==> config.mk <==
export PLATFORM = sky130hd
export DESIGN_NAME = state_space_model_predict_unit_flat
export DESIGN_NICKNAME = d
export VERILOG_FILES = /design/src/rtl/ssmp_pkg.sv /design/src/rtl/ssmp_if.sv /design/src/rtl/ssmp_ctrl.sv /design/src/rtl/ssmp_dp.sv /design/src/rtl/state_space_model_predict_unit.sv /design/src/flat_wrapper.sv
export SDC_FILE = /design/constraint.sdc
export NUM_CORES = 2
export LEC_CHECK = 0
export ABC_CLOCK_PERIOD_IN_PS = 15600
export BUFFER_PORTS_ARGS = -buffer_cell sky130_fd_sc_hd__buf_2
export CORE_MARGIN = 3
export CORE_UTILIZATION = 35
export CTS_BUF_LIST = sky130_fd_sc_hd__clkbuf_4 sky130_fd_sc_hd__clkbuf_8
export CTS_CLUSTER_SIZE = 40
export DETAILED_ROUTE_END_ITERATION = 10
export SKIP_CTS_REPAIR_TIMING = 1
export SYNTH_ARGS = -nofsm -noshare
export SYNTH_HDL_FRONTEND = slang
export SYNTH_SLANG_ARGS = --single-unit
==> constraint.sdc <==
create_clock -name clk_i -period 15.6 [get_ports clk_i]
set_clock_uncertainty 0.15 [all_clocks]
set_input_delay 0.78 -clock clk_i [delete_from_list [all_inputs] [get_ports clk_i]]
set_output_delay 0.78 -clock clk_i [all_outputs]
set_load 0.05 [all_outputs]
==> src/rtl/ssmp_pkg.sv <==
package ssmp_pkg;

  localparam int N_STATE    = 4;
  localparam int N_CTRL     = 2;
  localparam int N_OUT      = 2;
  localparam int DATA_WIDTH = 16;
  localparam int COEF_WIDTH = 16;

  localparam int B_BASE      = N_STATE * N_STATE;
  localparam int C_BASE      = B_BASE + N_STATE * N_CTRL;
  localparam int TABLE_DEPTH = C_BASE + N_OUT * N_STATE;
  localparam int ADDR_W      = $clog2(TABLE_DEPTH);
  localparam int ELEM_W      = 2;
  localparam int CNT_W       = 3;
  localparam int TERM_W      = 3;

  localparam int FRAC_SHIFT = 12;
  localparam int PROD_W     = DATA_WIDTH + COEF_WIDTH;
  localparam int ACC_W      = PROD_W + 3;
  localparam int ONE_Q12    = 4096;

  localparam int CFG_IDX_W  = 2;
  localparam int CFG_DATA_W = 3;

  localparam logic OP_WRITE   = 1'b0;
  localparam logic OP_PREDICT = 1'b1;

  localparam logic [CFG_IDX_W-1:0] CFG_STATE_USED   = 2'd0;
  localparam logic [CFG_IDX_W-1:0] CFG_INPUTS_USED  = 2'd1;
  localparam logic [CFG_IDX_W-1:0] CFG_OUTPUTS_USED = 2'd2;
  localparam logic [CFG_IDX_W-1:0] CFG_EMIT_OUTPUTS = 2'd3;

  typedef logic signed [DATA_WIDTH-1:0] data_t;
  typedef logic signed [COEF_WIDTH-1:0] coef_t;

  typedef enum logic {
    KIND_STATE  = 1'b0,
    KIND_OUTPUT = 1'b1
  } kind_e;

  typedef enum logic [1:0] {
    SRC_X  = 2'd0,
    SRC_U  = 2'd1,
    SRC_XN = 2'd2
  } src_e;

  typedef struct packed {
    logic              load;
    logic              wr;
    logic              mac;
    logic              clr;
    logic [ADDR_W-1:0] addr;
    src_e              src;
    logic [ELEM_W-1:0] elem;
    logic              emit;
    kind_e             kind;
    logic [ELEM_W-1:0] element;
    logic              last;
  } dp_cmd_t;

  typedef struct packed {
    logic out_free;
  } dp_sts_t;

  // The table comes out of reset as identity A with zero B and C.
  function automatic coef_t coef_reset_value(logic [ADDR_W-1:0] idx);
    coef_t val;
    val = '0;
    if ((int'(idx) < B_BASE) && (int'(idx) / N_STATE == int'(idx) % N_STATE)) begin
      val = COEF_WIDTH'(ONE_Q12);
    end
    return val;
  endfunction

endpackage

==> src/rtl/ssmp_if.sv <==
interface ssmp_in_if;
  logic                                     valid;
  logic                                     ready;
  logic                                     op;
  logic [ssmp_pkg::ADDR_W-1:0]              coef_index;
  logic signed [ssmp_pkg::COEF_WIDTH-1:0]   coef_value;
  logic signed [ssmp_pkg::DATA_WIDTH-1:0]   state_in_0;
  logic signed [ssmp_pkg::DATA_WIDTH-1:0]   state_in_1;
  logic signed [ssmp_pkg::DATA_WIDTH-1:0]   state_in_2;
  logic signed [ssmp_pkg::DATA_WIDTH-1:0]   state_in_3;
  logic signed [ssmp_pkg::DATA_WIDTH-1:0]   ctrl_in_0;
  logic signed [ssmp_pkg::DATA_WIDTH-1:0]   ctrl_in_1;

  modport source (output valid, op, coef_index, coef_value, state_in_0, state_in_1,
                  state_in_2, state_in_3, ctrl_in_0, ctrl_in_1, input ready);
  modport sink   (input valid, op, coef_index, coef_value, state_in_0, state_in_1,
                  state_in_2, state_in_3, ctrl_in_0, ctrl_in_1, output ready);
endinterface

interface ssmp_out_if;
  logic                                   valid;
  logic                                   ready;
  logic                                   kind;
  logic [ssmp_pkg::ELEM_W-1:0]            element;
  logic signed [ssmp_pkg::DATA_WIDTH-1:0] value;
  logic                                   last;

  modport source (output valid, kind, element, value, last, input ready);
  modport sink   (input valid, kind, element, value, last, output ready);
endinterface

interface ssmp_cfg_if;
  logic                               valid;
  logic                               ready;
  logic [ssmp_pkg::CFG_IDX_W-1:0]     index;
  logic [ssmp_pkg::CFG_DATA_W-1:0]    data;

  modport source (output valid, index, data, input ready);
  modport sink   (input valid, index, data, output ready);
endinterface

==> src/rtl/ssmp_ctrl.sv <==
module ssmp_ctrl (
  input  logic                            clk_i,
  input  logic                            rst_ni,
  input  logic                            in_valid_i,
  input  logic                            in_op_i,
  output logic                            in_ready_o,
  input  logic                            cfg_valid_i,
  input  logic [ssmp_pkg::CFG_IDX_W-1:0]  cfg_index_i,
  input  logic [ssmp_pkg::CFG_DATA_W-1:0] cfg_data_i,
  output logic                            cfg_ready_o,
  output ssmp_pkg::dp_cmd_t               cmd_o,
  input  ssmp_pkg::dp_sts_t               sts_i
);
  import ssmp_pkg::*;

  typedef enum logic [3:0] {
    ST_IDLE  = 4'b0001,
    ST_RUN   = 4'b0010,
    ST_DRAIN = 4'b0100,
    ST_EMIT  = 4'b1000
  } state_e;

  state_e              state_q, state_d;
  kind_e               kind_q, kind_d;
  logic [ELEM_W-1:0]   row_q, row_d;
  logic [TERM_W-1:0]   term_q, term_d;
  logic                drain_q, drain_d;

  logic [CNT_W-1:0]    state_used_q;
  logic [1:0]          inputs_used_q;
  logic [1:0]          outputs_used_q;
  logic                emit_outputs_q;

  logic [CNT_W-1:0]    n_cnt, m_cnt, p_cnt, terms, row_ext;
  logic                accept, row_last, is_last;

  assign cfg_ready_o = 1'b1;

  always_ff @(posedge clk_i or negedge rst_ni) begin
    if (!rst_ni) begin
      state_used_q   <= CNT_W'(N_STATE);
      inputs_used_q  <= 2'(N_CTRL);
      outputs_used_q <= 2'(N_OUT);
      emit_outputs_q <= 1'b1;
    end else if (cfg_valid_i) begin
      unique case (cfg_index_i)
        CFG_STATE_USED:   state_used_q   <= cfg_data_i;
        CFG_INPUTS_USED:  inputs_used_q  <= cfg_data_i[1:0];
        CFG_OUTPUTS_USED: outputs_used_q <= cfg_data_i[1:0];
        CFG_EMIT_OUTPUTS: emit_outputs_q <= cfg_data_i[0];
        default: ;
      endcase
    end
  end

  // Effective counts, clamped into the ranges the table layout supports.
  always_comb begin
    n_cnt = state_used_q;
    if (n_cnt == '0) n_cnt = CNT_W'(1);
    if (n_cnt > CNT_W'(N_STATE)) n_cnt = CNT_W'(N_STATE);
    m_cnt = CNT_W'(inputs_used_q);
    if (m_cnt > CNT_W'(N_CTRL)) m_cnt = CNT_W'(N_CTRL);
    p_cnt = CNT_W'(outputs_used_q);
    if (p_cnt > CNT_W'(N_OUT)) p_cnt = CNT_W'(N_OUT);
    if (!emit_outputs_q) p_cnt = '0;
  end

  assign terms    = (kind_q == KIND_STATE) ? n_cnt + m_cnt : n_cnt;
  assign row_ext  = CNT_W'(row_q);
  assign row_last = (kind_q == KIND_STATE) ? (row_ext == n_cnt - CNT_W'(1))
                                           : (row_ext == p_cnt - CNT_W'(1));
  assign is_last  = row_last && ((kind_q == KIND_OUTPUT) || (p_cnt == '0));

  assign in_ready_o = (state_q == ST_IDLE);
  assign accept     = in_valid_i && in_ready_o;

  always_comb begin
    cmd_o         = '0;
    cmd_o.src     = SRC_X;
    cmd_o.kind    = kind_q;
    cmd_o.element = row_q;
    cmd_o.last    = is_last;
    cmd_o.load    = accept && (in_op_i == OP_PREDICT);
    cmd_o.wr      = accept && (in_op_i == OP_WRITE);
    cmd_o.mac     = (state_q == ST_RUN);
    cmd_o.clr     = (term_q == '0);
    cmd_o.emit    = (state_q == ST_EMIT) && sts_i.out_free;
    if (kind_q == KIND_OUTPUT) begin
      cmd_o.addr = ADDR_W'(C_BASE) + ADDR_W'(row_q) * ADDR_W'(N_STATE) + ADDR_W'(term_q);
      cmd_o.src  = SRC_XN;
      cmd_o.elem = ELEM_W'(term_q);
    end else if (CNT_W'(term_q) < n_cnt) begin
      cmd_o.addr = ADDR_W'(row_q) * ADDR_W'(N_STATE) + ADDR_W'(term_q);
      cmd_o.src  = SRC_X;
      cmd_o.elem = ELEM_W'(term_q);
    end else begin
      cmd_o.addr = ADDR_W'(B_BASE) + ADDR_W'(row_q) * ADDR_W'(N_CTRL)
                 + ADDR_W'(CNT_W'(term_q) - n_cnt);
      cmd_o.src  = SRC_U;
      cmd_o.elem = ELEM_W'(CNT_W'(term_q) - n_cnt);
    end
  end

  always_comb begin
    state_d = state_q;
    kind_d  = kind_q;
    row_d   = row_q;
    term_d  = term_q;
    drain_d = drain_q;
    unique case (state_q)
      ST_IDLE: begin
        if (accept && (in_op_i == OP_PREDICT)) begin
          state_d = ST_RUN;
          kind_d  = KIND_STATE;
          row_d   = '0;
          term_d  = '0;
        end
      end
      ST_RUN: begin
        if (CNT_W'(term_q) == terms - CNT_W'(1)) begin
          state_d = ST_DRAIN;
          drain_d = 1'b0;
        end else begin
          term_d = term_q + TERM_W'(1);
        end
      end
      // The drain state lets the last product reach the accumulator.
      ST_DRAIN: begin
        if (drain_q) state_d = ST_EMIT;
        else drain_d = 1'b1;
      end
      ST_EMIT: begin
        if (sts_i.out_free) begin
          term_d = '0;
          if (is_last) begin
            state_d = ST_IDLE;
          end else if (row_last) begin
            state_d = ST_RUN;
            kind_d  = KIND_OUTPUT;
            row_d   = '0;
          end else begin
            state_d = ST_RUN;
            row_d   = row_q + ELEM_W'(1);
          end
        end
      end
      default: state_d = ST_IDLE;
    endcase
  end

  always_ff @(posedge clk_i or negedge rst_ni) begin
    if (!rst_ni) begin
      state_q <= ST_IDLE;
      kind_q  <= KIND_STATE;
      row_q   <= '0;
      term_q  <= '0;
      drain_q <= 1'b0;
    end else begin
      state_q <= state_d;
      kind_q  <= kind_d;
      row_q   <= row_d;
      term_q  <= term_d;
      drain_q <= drain_d;
    end
  end

`ifndef SYNTHESIS
  a_emit_needs_room: assert property (@(posedge clk_i) disable iff (!rst_ni)
    cmd_o.emit |-> sts_i.out_free)
    else $error("result issued while the output register is full");

  a_last_ends_item: assert property (@(posedge clk_i) disable iff (!rst_ni)
    (cmd_o.emit && cmd_o.last) |=> (state_q == ST_IDLE))
    else $error("controller kept running after the last result");

  a_row_in_range: assert property (@(posedge clk_i) disable iff (!rst_ni)
    (state_q == ST_RUN) |-> ((kind_q == KIND_STATE) ? (row_ext < n_cnt) : (row_ext < p_cnt)))
    else $error("row index beyond the used count");

  a_term_in_range: assert property (@(posedge clk_i) disable iff (!rst_ni)
    (state_q == ST_RUN) |-> (CNT_W'(term_q) < terms))
    else $error("term index beyond the row length");
`endif

endmodule

==> src/rtl/ssmp_dp.sv <==
module ssmp_dp (
  input  logic                          clk_i,
  input  logic                          rst_ni,
  input  ssmp_pkg::dp_cmd_t             cmd_i,
  output ssmp_pkg::dp_sts_t             sts_o,
  input  logic [ssmp_pkg::ADDR_W-1:0]   coef_index_i,
  input  ssmp_pkg::coef_t               coef_value_i,
  input  ssmp_pkg::data_t               state_in_i [ssmp_pkg::N_STATE],
  input  ssmp_pkg::data_t               ctrl_in_i [ssmp_pkg::N_CTRL],
  output logic                          out_valid_o,
  input  logic                          out_ready_i,
  output logic                          out_kind_o,
  output logic [ssmp_pkg::ELEM_W-1:0]   out_element_o,
  output ssmp_pkg::data_t               out_value_o,
  output logic                          out_last_o
);
  import ssmp_pkg::*;

  localparam int RQ_W = ACC_W + 1 - FRAC_SHIFT;
  localparam logic signed [RQ_W-1:0] Q_MAX = RQ_W'(2 ** (DATA_WIDTH - 1) - 1);
  localparam logic signed [RQ_W-1:0] Q_MIN = -Q_MAX - RQ_W'(1);
  localparam logic signed [ACC_W:0]  ROUND_HALF = (ACC_W + 1)'(2 ** (FRAC_SHIFT - 1));

  coef_t                   mem_q [TABLE_DEPTH];
  logic [TABLE_DEPTH-1:0]  cvalid_q;

  data_t                   x_q [N_STATE];
  data_t                   u_q [N_CTRL];
  data_t                   xn_q [N_STATE];

  coef_t                   rd_data_q;
  logic                    rd_valid_q;
  logic [ADDR_W-1:0]       rd_idx_q;
  data_t                   opnd_q, opnd_d;
  logic                    s1_mac_q, s1_clr_q;
  logic signed [PROD_W-1:0] prod_q;
  logic                    s2_mac_q, s2_clr_q;
  logic signed [ACC_W-1:0] acc_q;

  coef_t                   coef;
  logic signed [ACC_W:0]   rnd_t;
  logic signed [RQ_W-1:0]  rnd_val;
  data_t                   result;

  // Coefficient store; entries never written read as their reset value.
  always_ff @(posedge clk_i) begin
    if (cmd_i.wr) mem_q[coef_index_i] <= coef_value_i;
    rd_data_q <= mem_q[cmd_i.addr];
  end

  always_ff @(posedge clk_i or negedge rst_ni) begin
    if (!rst_ni) begin
      cvalid_q <= '0;
    end else if (cmd_i.wr) begin
      cvalid_q[coef_index_i] <= 1'b1;
    end
  end

  always_ff @(posedge clk_i) begin
    if (cmd_i.load) begin
      x_q <= state_in_i;
      u_q <= ctrl_in_i;
    end
    if (cmd_i.emit && (cmd_i.kind == KIND_STATE)) xn_q[cmd_i.element] <= result;
  end

  always_comb begin
    unique case (cmd_i.src)
      SRC_X:   opnd_d = x_q[cmd_i.elem];
      SRC_U:   opnd_d = u_q[cmd_i.elem[$clog2(N_CTRL)-1:0]];
      SRC_XN:  opnd_d = xn_q[cmd_i.elem];
      default: opnd_d = '0;
    endcase
  end

  assign coef = rd_valid_q ? rd_data_q : coef_reset_value(rd_idx_q);

  // Three-stage multiply-accumulate: table read, product, sum.
  always_ff @(posedge clk_i) begin
    rd_valid_q <= cvalid_q[cmd_i.addr];
    rd_idx_q   <= cmd_i.addr;
    opnd_q     <= opnd_d;
    prod_q     <= coef * opnd_q;
  end

  always_ff @(posedge clk_i or negedge rst_ni) begin
    if (!rst_ni) begin
      s1_mac_q <= 1'b0;
      s1_clr_q <= 1'b0;
      s2_mac_q <= 1'b0;
      s2_clr_q <= 1'b0;
      acc_q    <= '0;
    end else begin
      s1_mac_q <= cmd_i.mac;
      s1_clr_q <= cmd_i.clr;
      s2_mac_q <= s1_mac_q;
      s2_clr_q <= s1_clr_q;
      if (s2_mac_q) acc_q <= (s2_clr_q ? '0 : acc_q) + ACC_W'(prod_q);
    end
  end

  // Round half up, then saturate to the data width.
  always_comb begin
    rnd_t = (ACC_W + 1)'(acc_q) + ROUND_HALF;
    rnd_val = rnd_t[ACC_W:FRAC_SHIFT];
    if (rnd_val > Q_MAX) result = Q_MAX[DATA_WIDTH-1:0];
    else if (rnd_val < Q_MIN) result = Q_MIN[DATA_WIDTH-1:0];
    else result = rnd_val[DATA_WIDTH-1:0];
  end

  assign sts_o.out_free = !out_valid_o || out_ready_i;

  always_ff @(posedge clk_i or negedge rst_ni) begin
    if (!rst_ni) begin
      out_valid_o <= 1'b0;
    end else if (cmd_i.emit) begin
      out_valid_o <= 1'b1;
    end else if (out_ready_i) begin
      out_valid_o <= 1'b0;
    end
  end

  always_ff @(posedge clk_i) begin
    if (cmd_i.emit) begin
      out_kind_o    <= cmd_i.kind;
      out_element_o <= cmd_i.element;
      out_value_o   <= result;
      out_last_o    <= cmd_i.last;
    end
  end

endmodule

==> src/rtl/state_space_model_predict_unit.sv <==
// Discrete state-space predictor: a write beat (op 0) stores one Q4.12
// coefficient into the 32-entry A/B/C table and returns nothing; a
// predict beat (op 1) returns x_next = A*x + B*u, one beat per used state
// element, then y = C*x_next, one beat per used output, with last set on the
// final beat. All terms run through one shared 16x16 multiplier behind a
// three-stage read/multiply/accumulate pipeline, one term per cycle, and each
// row waits for that pipeline to drain before its result is rounded out. No
// new beat is taken until the last result of a prediction has been handed to
// the output register. Configuration writes are taken every cycle and belong
// in idle time only.
module state_space_model_predict_unit (
  input  logic clk_i,
  input  logic rst_ni,
  ssmp_in_if.sink    in_i,
  ssmp_out_if.source out_o,
  ssmp_cfg_if.sink   cfg_i
);
  import ssmp_pkg::*;

  dp_cmd_t cmd;
  dp_sts_t sts;
  data_t   state_vec [N_STATE];
  data_t   ctrl_vec [N_CTRL];

  assign state_vec[0] = in_i.state_in_0;
  assign state_vec[1] = in_i.state_in_1;
  assign state_vec[2] = in_i.state_in_2;
  assign state_vec[3] = in_i.state_in_3;
  assign ctrl_vec[0]  = in_i.ctrl_in_0;
  assign ctrl_vec[1]  = in_i.ctrl_in_1;

  ssmp_ctrl u_ctrl (
    .clk_i       (clk_i),
    .rst_ni      (rst_ni),
    .in_valid_i  (in_i.valid),
    .in_op_i     (in_i.op),
    .in_ready_o  (in_i.ready),
    .cfg_valid_i (cfg_i.valid),
    .cfg_index_i (cfg_i.index),
    .cfg_data_i  (cfg_i.data),
    .cfg_ready_o (cfg_i.ready),
    .cmd_o       (cmd),
    .sts_i       (sts)
  );

  ssmp_dp u_dp (
    .clk_i         (clk_i),
    .rst_ni        (rst_ni),
    .cmd_i         (cmd),
    .sts_o         (sts),
    .coef_index_i  (in_i.coef_index),
    .coef_value_i  (in_i.coef_value),
    .state_in_i    (state_vec),
    .ctrl_in_i     (ctrl_vec),
    .out_valid_o   (out_o.valid),
    .out_ready_i   (out_o.ready),
    .out_kind_o    (out_o.kind),
    .out_element_o (out_o.element),
    .out_value_o   (out_o.value),
    .out_last_o    (out_o.last)
  );

endmodule

==> src/flat_wrapper.sv <==
// flat-port wrapper written by rule: the top's interface ports become plain ports
module state_space_model_predict_unit_flat import ssmp_pkg::*;
  (clk_i, rst_ni, in_i_valid, in_i_op, in_i_coef_index, in_i_coef_value, in_i_state_in_0, in_i_state_in_1, in_i_state_in_2, in_i_state_in_3, in_i_ctrl_in_0, in_i_ctrl_in_1, in_i_ready, out_o_valid, out_o_kind, out_o_element, out_o_value, out_o_last, out_o_ready, cfg_i_valid, cfg_i_index, cfg_i_data, cfg_i_ready);
  ssmp_in_if in_i_i ();
  ssmp_out_if out_o_i ();
  ssmp_cfg_if cfg_i_i ();
  input  logic clk_i;
  input  logic rst_ni;
  input wire logic [$bits(in_i_i.valid)-1:0] in_i_valid;
  input wire logic [$bits(in_i_i.op)-1:0] in_i_op;
  input wire logic [$bits(in_i_i.coef_index)-1:0] in_i_coef_index;
  input wire logic [$bits(in_i_i.coef_value)-1:0] in_i_coef_value;
  input wire logic [$bits(in_i_i.state_in_0)-1:0] in_i_state_in_0;
  input wire logic [$bits(in_i_i.state_in_1)-1:0] in_i_state_in_1;
  input wire logic [$bits(in_i_i.state_in_2)-1:0] in_i_state_in_2;
  input wire logic [$bits(in_i_i.state_in_3)-1:0] in_i_state_in_3;
  input wire logic [$bits(in_i_i.ctrl_in_0)-1:0] in_i_ctrl_in_0;
  input wire logic [$bits(in_i_i.ctrl_in_1)-1:0] in_i_ctrl_in_1;
  output wire logic [$bits(in_i_i.ready)-1:0] in_i_ready;
  output wire logic [$bits(out_o_i.valid)-1:0] out_o_valid;
  output wire logic [$bits(out_o_i.kind)-1:0] out_o_kind;
  output wire logic [$bits(out_o_i.element)-1:0] out_o_element;
  output wire logic [$bits(out_o_i.value)-1:0] out_o_value;
  output wire logic [$bits(out_o_i.last)-1:0] out_o_last;
  input wire logic [$bits(out_o_i.ready)-1:0] out_o_ready;
  input wire logic [$bits(cfg_i_i.valid)-1:0] cfg_i_valid;
  input wire logic [$bits(cfg_i_i.index)-1:0] cfg_i_index;
  input wire logic [$bits(cfg_i_i.data)-1:0] cfg_i_data;
  output wire logic [$bits(cfg_i_i.ready)-1:0] cfg_i_ready;
  assign in_i_i.valid = in_i_valid;
  assign in_i_i.op = in_i_op;
  assign in_i_i.coef_index = in_i_coef_index;
  assign in_i_i.coef_value = in_i_coef_value;
  assign in_i_i.state_in_0 = in_i_state_in_0;
  assign in_i_i.state_in_1 = in_i_state_in_1;
  assign in_i_i.state_in_2 = in_i_state_in_2;
  assign in_i_i.state_in_3 = in_i_state_in_3;
  assign in_i_i.ctrl_in_0 = in_i_ctrl_in_0;
  assign in_i_i.ctrl_in_1 = in_i_ctrl_in_1;
  assign in_i_ready = in_i_i.ready;
  assign out_o_valid = out_o_i.valid;
  assign out_o_kind = out_o_i.kind;
  assign out_o_element = out_o_i.element;
  assign out_o_value = out_o_i.value;
  assign out_o_last = out_o_i.last;
  assign out_o_i.ready = out_o_ready;
  assign cfg_i_i.valid = cfg_i_valid;
  assign cfg_i_i.index = cfg_i_index;
  assign cfg_i_i.data = cfg_i_data;
  assign cfg_i_ready = cfg_i_i.ready;
  state_space_model_predict_unit u_core (.clk_i(clk_i), .rst_ni(rst_ni), .in_i(in_i_i), .out_o(out_o_i), .cfg_i(cfg_i_i));
endmodule
==> metrics.md <==
| Metric | Value |
|---|---|
| Die X-Extent | `363.7 µm` |
| Most frequent CP cell | `fa_1` |
| Vias in the first global route | `26.32k` |
| Post-DR wirelength/cell | `20.52 µm` |
| Syn Area/Cell | `14.20 µm²` |
| Asr flop ratio synth | `10.67%` |
| Seq pwr share | `30.3%` |
| Final setup TNS | `0 ns` |
| R2R Path End | `u_core.u_dp.prod_q[30]` |
| Hold crit path type | `primary input to register` |
| Mux share of post-synthesis cell area | `11.27%` |
| Fmax | `0.1257 GHz` |
| Pre-antenna DRT Iters | `6` |
| Vias per cell | `5.013` |
| # nets final | `3959` |
| Worst path bufs/invs | `4` |
| Power per cell area | `198.1 nW/µm²` |
| Worst VDD drop | `170.3 µV` |
| Fill count | `11.52k` |
| Power share of the combinational group | `50.0%` |
| CTS root buf | `clkbuf_8` |
| Area share of fa/ha/maj cells after synthesis | `15.71%` |
| CP max stage delay | `0.71 ns` |
| Footprint of the multi-input gates | `18540 µm²` |
| Hold-critical path depth | `1` |
| Worst Reg2Reg Path Length in Cells | `20` |
| Leak | `20.20 nW` |
| Proportion of netlist area held by the largest area contributor | `46.40%` |
| Longest Clk Path Bufs | `3` |
| Number of synthesis warnings | `0` |
| CTS Sinks | `853` |
| Slew HR | `20.51%` |
| IO Port Bufs | `149` |
| GRT Total Usage | `15.92%` |
| Syn Nets | `3683` |
| Clock Pin Slew Worst Setup and Hold Paths | `0.06 ns` |
| GPL Wtd Cong | `0.8692` |
| Slowest CP cell | `dfxtp_2` |
| # setup viols final | `0` |
| Storage cell area | `24470 µm²` |
| Fraction of the mapped netlist area in compound gates | `4.448%` |
| Clock power frac | `19.7%` |
| Count of cell types in the netlist | `71` |
| Initial antenna violation count | `8` |
| XOR/XNOR share of the synthesized area | `1.565%` |
| Synthesized cell area | `44780 µm²` |
| R2r setup slk | `7.64 ns` |
| H-tree levels | `4` |
| Psw | `4.139 mW` |
| Max-slew violations | `0` |
| Row cnt | `130` |
| Max-cap violations | `0` |
| Data required, critical path | `16.10 ns` |
| Main area contributors after synthesis | `edfxtp_1 46%, fa_1 12%, mux4_2 8.4%, dfrtp_1 4.8%, ha_1 3.8%` |
| Worst Path Class, Setup | `register to register` |
| Final ANT Viol Nets | `0` |
| Post-synth EDFFs | `692` |
| Family with the most delay on the worst path | `adder cells` |
| RSZ-0062 raised after global routing | `false` |
| Final Hold Fails | `0` |
| Via Count | `26.03k` |
| Ports | `151` |
| RR Startpoint | `u_core.u_dp.rd_valid_q` |
| Hold Crit Start | `in_i_state_in_3[15]` |
| Internal power | `6.004 mW` |
| Switching share of total power | `40.81%` |
| DRT Wirelength | `106.6 mm` |
| Cts bufs inserted | `136` |
| Largest net degree at the start of global routing | `104` |
| Initial drt markers | `2123` |
| Commonest register cell after synthesis | `edfxtp_1` |
| Syn Inst Count | `3153` |
| Crit Path Max Fanout | `103` |
| Largest family of logic cells by synthesized area | `adder cells` |
| Worst slew pin tran | `1.191 ns` |
| Core Area | `126400 µm²` |
| # DRC | `0` |
| Layout cells sized above 1 | `21.04%` |
| CP Cell Sequence | `buf_4 > and2_1 > nand2_1 > fa_1 > fa_1 > fa_1 > fa_1 > inv_1 > fa_1 > inv_1 > fa_1 > inv_1 > ha_1 > a2111oi_0 > nor4b_1 > and4bb_2 > nor3_1 > o41ai_1 > mux2i_1 > nand2_1` |
| Critical path endpoint category | `register` |
| Flops & latches, synth | `853` |
| Final min period | `7.957 ns` |
| Area grow syn2layout | `14.33%` |
| CP arrival | `8.45 ns` |
| Startpoint types | `register` |
| Run status | `finished, final reports clean` |
| CTS tree | `yes` |
| Simple-gate portion of the synthesized area | `8.074%` |
| Clock latency on the worst-skew pair | `0.81 ns` |
| Initial Utilization | `35.44%` |
| Fin crit share | `51.00%` |
| First-pass GRT wire length | `160.7 mm` |
| Sequential fraction of the synthesis area | `54.63%` |
| HPWL after DPL | `69.77 mm` |
| Total gr overflow | `0` |
| Core Util, Final | `40.51%` |
| Die H | `363.7 µm` |
| WHS Endpoint | `u_core.u_dp.x_q[15]` |
| Die ar. | `132300 µm²` |
| Leading area contributor after synthesis | `edfxtp_1` |
-- power groups by stage --
stage                     clock [mW]  combinational (mW)  sequential (mW)
after floorplan                    0                3.95             2.89
after global placement             0                5.04             3.11
after detailed placement           0                5.08             3.11
after CTS                       2.04                5.11             3.07
after global routing            2.15                5.77             3.10
final                           2.00                5.07             3.08
-- stage by stage --
stage | instances | total power [mW] | area [µm²] | hold WS [ns] | setup WS [ns]
after CTS | 5097 | 10.22 | 50260 | -0.2196 | 7.646
final | 5193 | 10.14 | 51200 | 0.05011 | 7.643
after floorplan | 3153 | 6.845 | 44780 | 0.1812 | 8.706
after global routing | 5192 | 11.03 | 51200 | -0.003604 | 7.122
after detailed placement | 4847 | 8.191 | 47390 | 0.2133 | 7.668
after global placement | 4847 | 8.155 | 47390 | 0.2155 | 7.806
-- layout make-up --
| class | instances | share of cell area, % |
|---|---|---|
| clock inverter | 43 | 0.7893 |
| tap | 1650 | 4.032 |
| multi-input combinational | 1810 | 36.21 |
| inverter | 354 | 2.617 |
| antenna | 2 | 0.009774 |
| timing repair buffer | 274 | 3.753 |
| clock buffer | 207 | 4.807 |
| sequential | 853 | 47.78 |
-- worst max path at each step --
stage / startpoint / to / cells past startpoint
2_1_floorplan: u_core.u_dp.rd_valid_q / u_core.u_dp.prod_q[30] / 24
3_3_place_gp: u_core.u_dp.rd_valid_q / u_core.u_dp.prod_q[30] / 21
3_5_place_dp: u_core.u_dp.rd_valid_q / u_core.u_dp.prod_q[30] / 21
4_1_cts: u_core.u_dp.rd_valid_q / u_core.u_dp.prod_q[30] / 21
5_1_grt: u_core.u_dp.rd_valid_q / u_core.u_dp.prod_q[30] / 20
6_report: u_core.u_dp.rd_valid_q / u_core.u_dp.prod_q[30] / 20
-- cell usage in the layout, fill, tap and decap left out, types with 86 or more instances in the layout --
cell	synthesis	final
nor2_1	121	88
inv_1	352	350
edfxtp_1	692	692
dlygate4sd3_1	0	94
buf_2	28	148
o21ai_0	104	104
clkbuf_8	0	145
nand2_1	241	241
dfrtp_1	86	86
fa_1	267	267
ha_1	135	135
and3_1	133	133
mux4_2	167	167
-- cell usage after synthesis, types with 48 or more instances --
cell type and count:
mux2i_1 56, nand2_1 241, o21ai_0 104, xnor2_1 61, a21oi_1 73, and3_1 133, mux4_2 167, dfrtp_1 86
edfxtp_1 692, mux2_2 62, nor2b_1 48, nor2_1 121, inv_1 352, clkbuf_1 94, ha_1 135, dfxtp_1 70
fa_1 267
-- routing by layer --
layer / part of all wire [%] / global-route usage, % / vias to the layer above / wire, µm
met1: 44 / 22.35 / 13260 / 47340
li1: - / - / 11836 / -
met2: 47 / 25.25 / 771 / 50540
met3: 5.9 / 3.160 / 164 / 6254
met5: 0.012 / 0 / - / 13
met4: 2.3 / 4.362 / 2 / 2413
-- cell families (layout without fill, tap and decap cells) --
| family | Yosys count | in the layout |
|---|---|---|
| multiplexers | 286 | 286 |
| AND/OR/NAND/NOR | 719 | 719 |
| flip-flops | 853 | 853 |
| XOR/XNOR | 80 | 80 |
| buffers and inverters | 490 | 878 |
| adder cells (fa/ha/maj) | 402 | 402 |
| AO/OA/AOI/OAI | 322 | 322 |
| other | 1 | 3 |
-- state kept, by name, summed over array words and instances (netlist names), 16 cells and up --
signal and count:
u_core.u_dp.acc_q 35, u_core.u_dp.cvalid_q 32, u_core.u_dp.mem_q 512, u_core.u_dp.opnd_q 16, u_core.u_dp.out_value_o 16, u_core.u_dp.prod_q 32
u_core.u_dp.rd_data_q 16, u_core.u_dp.u_q 32, u_core.u_dp.x_q 64, u_core.u_dp.xn_q 64
(Power assumes the default switching activity.)
